[src/hw/rtl/ebg_ram.sv]
// ----------------------------------------------------------------------------
// ebg_ram
// Generic simple dual-port RAM, one write and one registered read port.
// ----------------------------------------------------------------------------
module ebg_ram #(
	parameter int WIDTH = 16,
	parameter int DEPTH = 16,
	parameter int AW    = (DEPTH > 1) ? $clog2(DEPTH) : 1
) (
	input  logic             clk,
	input  logic             we,
	input  logic [AW-1:0]    waddr,
	input  logic [WIDTH-1:0] wdata,
	input  logic             re,
	input  logic [AW-1:0]    raddr,
	output logic [WIDTH-1:0] rdata
);

	logic [WIDTH-1:0] mem [DEPTH];

	always_ff @(posedge clk) begin
		if (we) begin
			mem[waddr] <= wdata;
		end
		if (re) begin
			rdata <= mem[raddr];
		end
	end

endmodule

[config.mk]
export PLATFORM = sky130hd
export DESIGN_NAME = ebg_ram
export DESIGN_NICKNAME = d
export VERILOG_FILES = /design/src/hw/rtl/ebg_ram.sv
export SDC_FILE = /design/constraint.sdc
export NUM_CORES = 1
export LEC_CHECK = 0
export BUFFER_PORTS_ARGS = -buffer_cell sky130_fd_sc_hd__buf_2
export CORE_MARGIN = 2
export CORE_UTILIZATION = 45
export DETAILED_ROUTE_END_ITERATION = 16
export GPL_TIMING_DRIVEN = 0
export PLACE_DENSITY = 0.62
export SYNTH_ARGS = -nofsm -noshare
export SYNTH_HDL_FRONTEND = slang
export SYNTH_SLANG_ARGS = --single-unit
[constraint.sdc]
create_clock -name clk -period 8.2 [get_ports clk]
set_clock_uncertainty 0.2 [all_clocks]
set_input_delay 1.64 -clock clk [delete_from_list [all_inputs] [get_ports clk]]
set_output_delay 1.64 -clock clk [all_outputs]
set_load 0.03 [all_outputs]
==> results.md <==
- Min Hold Slack: 0.549 ns
- Largest net degree at the start of global routing: 17
- Worst setup slack after layout: 4.95 ns
- Instance count of the mapped netlist: 432
- Fraction of layout instances using a drive strength above 1: 0.333
- ANT cells: 0
- Most used standard cell by instance count after synthesis: sky130_fd_sc_hd__edfxtp_1
- Proportion of synthesized chip area in sequential cells: 0.800
- Data arrival time at the worst-slack endpoint: 3.33 ns
- Yosys top cell area share: 0.800
- Average via count per standard cell: 5.82
- Buf/Inv on CP: 2
- Final Hold Violating Endpoints: 0
- Xor and xnor area share after synthesis: 0
- Max VDD drop: 0.181 mV
- First-pass iteration count of the detailed router: 5
- DRT iter0 DRCs: 431
- Count of max-cap constraint violations: 0
- Post-CTS setup buffer count: 0
- CTS tree: built
- Max H-tree Level: 1
- Global Route Usage Sum: 0.181
- HPWL after detailed placement: 13.7 mm
- Via count of the first global-routing pass: 4,984
- Final min period: 3.25 ns
- Number of gates given a new drive strength after cts: 0
- Max-slew violation count: 0
- Number of nets at the end of the flow: 548
- CP startpoint kind: primary input
- Site Rows: 55
- Port Buffers: 40
- Number of enable flip-flop cells after synthesis: 272
- Count of state elements after synthesis: 272
- Core region area: 22,400 sq um
- Cell variety after synth: 18
- Sink count of the clock tree: 272
- Leakage power total: 3.89 nW
- Initial cell density of the core: 0.455
- Final setup fails: 0
- Switching power as a share of total power: 0.200
- Tightest Pin Transition: 0.925 ns
- Switching power summed over all nets: 0.597 mW
- Total detailed-routing wirelength: 20.9 mm
- Initial antenna violation count: 0
- CTS clk-pin slew, worst paths: 0.06 ns
- Largest cells by area after synthesis: sky130_fd_sc_hd__edfxtp_1, sky130_fd_sc_hd__mux4_2, sky130_fd_sc_hd__mux4_1
- Layout overhead on the synthesized area: 17.4%
- Die Outline Area: 23,900 sq um
- Cell chain of the critical path: buf_2 > buf_1 > mux4_1 > a22oi_1 > nand2_1
- Top fanout value on the critical path: 10
- Total of warnings raised by yosys: 0
- Type of destination of the critical path: flop
- Startpoint-to-endpoint class of the critical path: in -> reg
- Fmax: 308 MHz
- Cell taking the most area after synthesis: sky130_fd_sc_hd__edfxtp_1
- Quantity of hold-fixing buffers added after cts: 0
- Synthesized Nets: 459
- Most common flop cell mapped by yosys: sky130_fd_sc_hd__edfxtp_1
- Place WS: 4.37 ns
- Status: finished, final reports clean
- Residual DRC count: 0
- Aggregate negative setup slack: 0 ns
- Mux contribution to synthesized area: 0.145
- Ports placed on the boundary: 43
- Synth Area in Simple Gates: 0.0189
- Kind of cell with the highest combined delay on the critical path: buffers and inverters
- Relative contribution of the clock network to total power: 0.422
- Post-synthesis instance area: 10,200 sq um
- Avg Synthesized Cell Area: 23.6 sq um
- Clock buffer count from CTS: 28
- Worst-path cell with the longest stage delay: sky130_fd_sc_hd__buf_1
- Vias after detailed routing: 4,802
- Internal power: 2.39 mW
- Synthesized-area fraction occupied by ao, oa, aoi and oai cells: 0.0235
- Share of flip-flops with an asynchronous set or reset: 0
- Combinational family with the most area after synthesis: multiplexers
- RSZ-0062 raised after global routing: no
- Relative contribution of sequential cells to total power: 0.526
- Weighted congestion at the end of routability-driven global placement: 0.723
- Routed length per instance: 25.4 um
- First-pass GRT wire length: 31.3 mm
- Adder-cell share of the synthesized area: 0
- Worst-case headroom to the max-slew limit: 0.380
- Worst Path Required: 8.28 ns
- Clock tree buffer depth: 3
- Post-layout power: 2.99 mW
- Antenna violation net count after detailed routing: 0
- Cell at the root of the clock tree: sky130_fd_sc_hd__clkbuf_16
- Total congestion overflow after global routing: 0
- CP peak stage delay: 0.67 ns
- Die H: 155 um
- Power Dens Cells: 250 nW/um^2
- Die Span X: 155 um
- Most common library cells after synthesis: sky130_fd_sc_hd__edfxtp_1, sky130_fd_sc_hd__mux4_2, sky130_fd_sc_hd__a22oi_1
- Clk_lat worst skew: 0.53 ns
- Final period util: 0.396
- Path type of the worst min-delay path: reg -> reg
- Comb pwr share: 0.051
## final cells by class
cell class | instances | area (sq um)
fill | 1721 | 10500
clock buffer | 35 | 748
sequential | 272 | 8170
timing repair buffer | 59 | 444
multi-input combinational | 139 | 1960
tap | 285 | 357
buffer | 21 | 124
clock inverter | 14 | 173
## metrics by stage
stage / util / instance area, sq um / instances
2_1_floorplan: - / 10200 / 432
6_report: 0.534 / 12000 / 825
3_3_place_gp: 0.480 / 10800 / 757
3_5_place_dp: 0.493 / 11100 / 776
5_1_grt: 0.534 / 12000 / 825
4_1_cts: 0.534 / 12000 / 825
## logic make-up (layout without fill, tap and decap cells)
kind of cell,Yosys count,count (layout)
AO/OA/AOI/OAI,32,32
buffers and inverters,21,129
flip-flops,272,272
multiplexers,64,64
AND/OR/NAND/NOR,43,43
## worst register-to-register path: cells and delay by family (launching register included)
family	cells	cell delay, ns
AO/OA/AOI/OAI	1	0.25
flip-flops	1	0.35
multiplexers	1	0.53
AND/OR/NAND/NOR	1	0.11
## registers in the layout, indices dropped and copies added, names as in the netlist
name and flops:
rdata 16, mem 256
## worst paths after layout
kind / endpoint / slack, ns / from / depth (start not counted)
hold reg to reg: rdata[0] / 0.55 / mem[15][0] / 3
hold / removal: rdata[0] / 0.55 / mem[15][0] / 3
setup / recovery: rdata[10] / 4.95 / raddr[1] / 5
setup reg to reg: rdata[10] / 6.52 / mem[1][10] / 3
## cells in the final DEF (no fill, tap or decap)
cell type,count
sky130_fd_sc_hd__edfxtp_1,272
sky130_fd_sc_hd__mux4_2,54
sky130_fd_sc_hd__buf_2,43
sky130_fd_sc_hd__a22oi_1,32
sky130_fd_sc_hd__clkbuf_16,29
sky130_fd_sc_hd__nand2_1,17
sky130_fd_sc_hd__buf_6,15
sky130_fd_sc_hd__clkbuf_1,14
sky130_fd_sc_hd__nor2_2,12
sky130_fd_sc_hd__mux4_1,10
sky130_fd_sc_hd__buf_8,8
sky130_fd_sc_hd__clkinv_2,5
sky130_fd_sc_hd__nor3_2,4
sky130_fd_sc_hd__bufinv_16,4
sky130_fd_sc_hd__buf_4,3
sky130_fd_sc_hd__buf_1,3
sky130_fd_sc_hd__clkinv_1,3
sky130_fd_sc_hd__nor2b_1,2
sky130_fd_sc_hd__nand3b_1,2
sky130_fd_sc_hd__nand2b_1,2
sky130_fd_sc_hd__and2_1,1
sky130_fd_sc_hd__nor2_1,1
sky130_fd_sc_hd__nand3_1,1
sky130_fd_sc_hd__or3b_2,1
sky130_fd_sc_hd__clkinv_4,1
sky130_fd_sc_hd__clkinvlp_4,1
## power groups by stage
stage	Clock [mW]	Combinational, mW	Sequential, mW
5_1_grt	1.33	0.167	1.58
3_3_place_gp	0	0.147	1.60
3_5_place_dp	0	0.157	1.60
6_report	1.26	0.154	1.57
2_1_floorplan	0	0.0759	1.62
4_1_cts	1.28	0.157	1.57
## per-layer routing
metal / GRT usage / vias to the layer above / share of wire
met3: 0.0263 / 38 / 0.055
met5: 0 / - / 0
met4: 0.0481 / 0 / 0.022
met2: 0.295 / 179 / 0.48
met1: 0.261 / 2553 / 0.44
li1: - / 2032 / -
(Power assumes the default switching activity.)
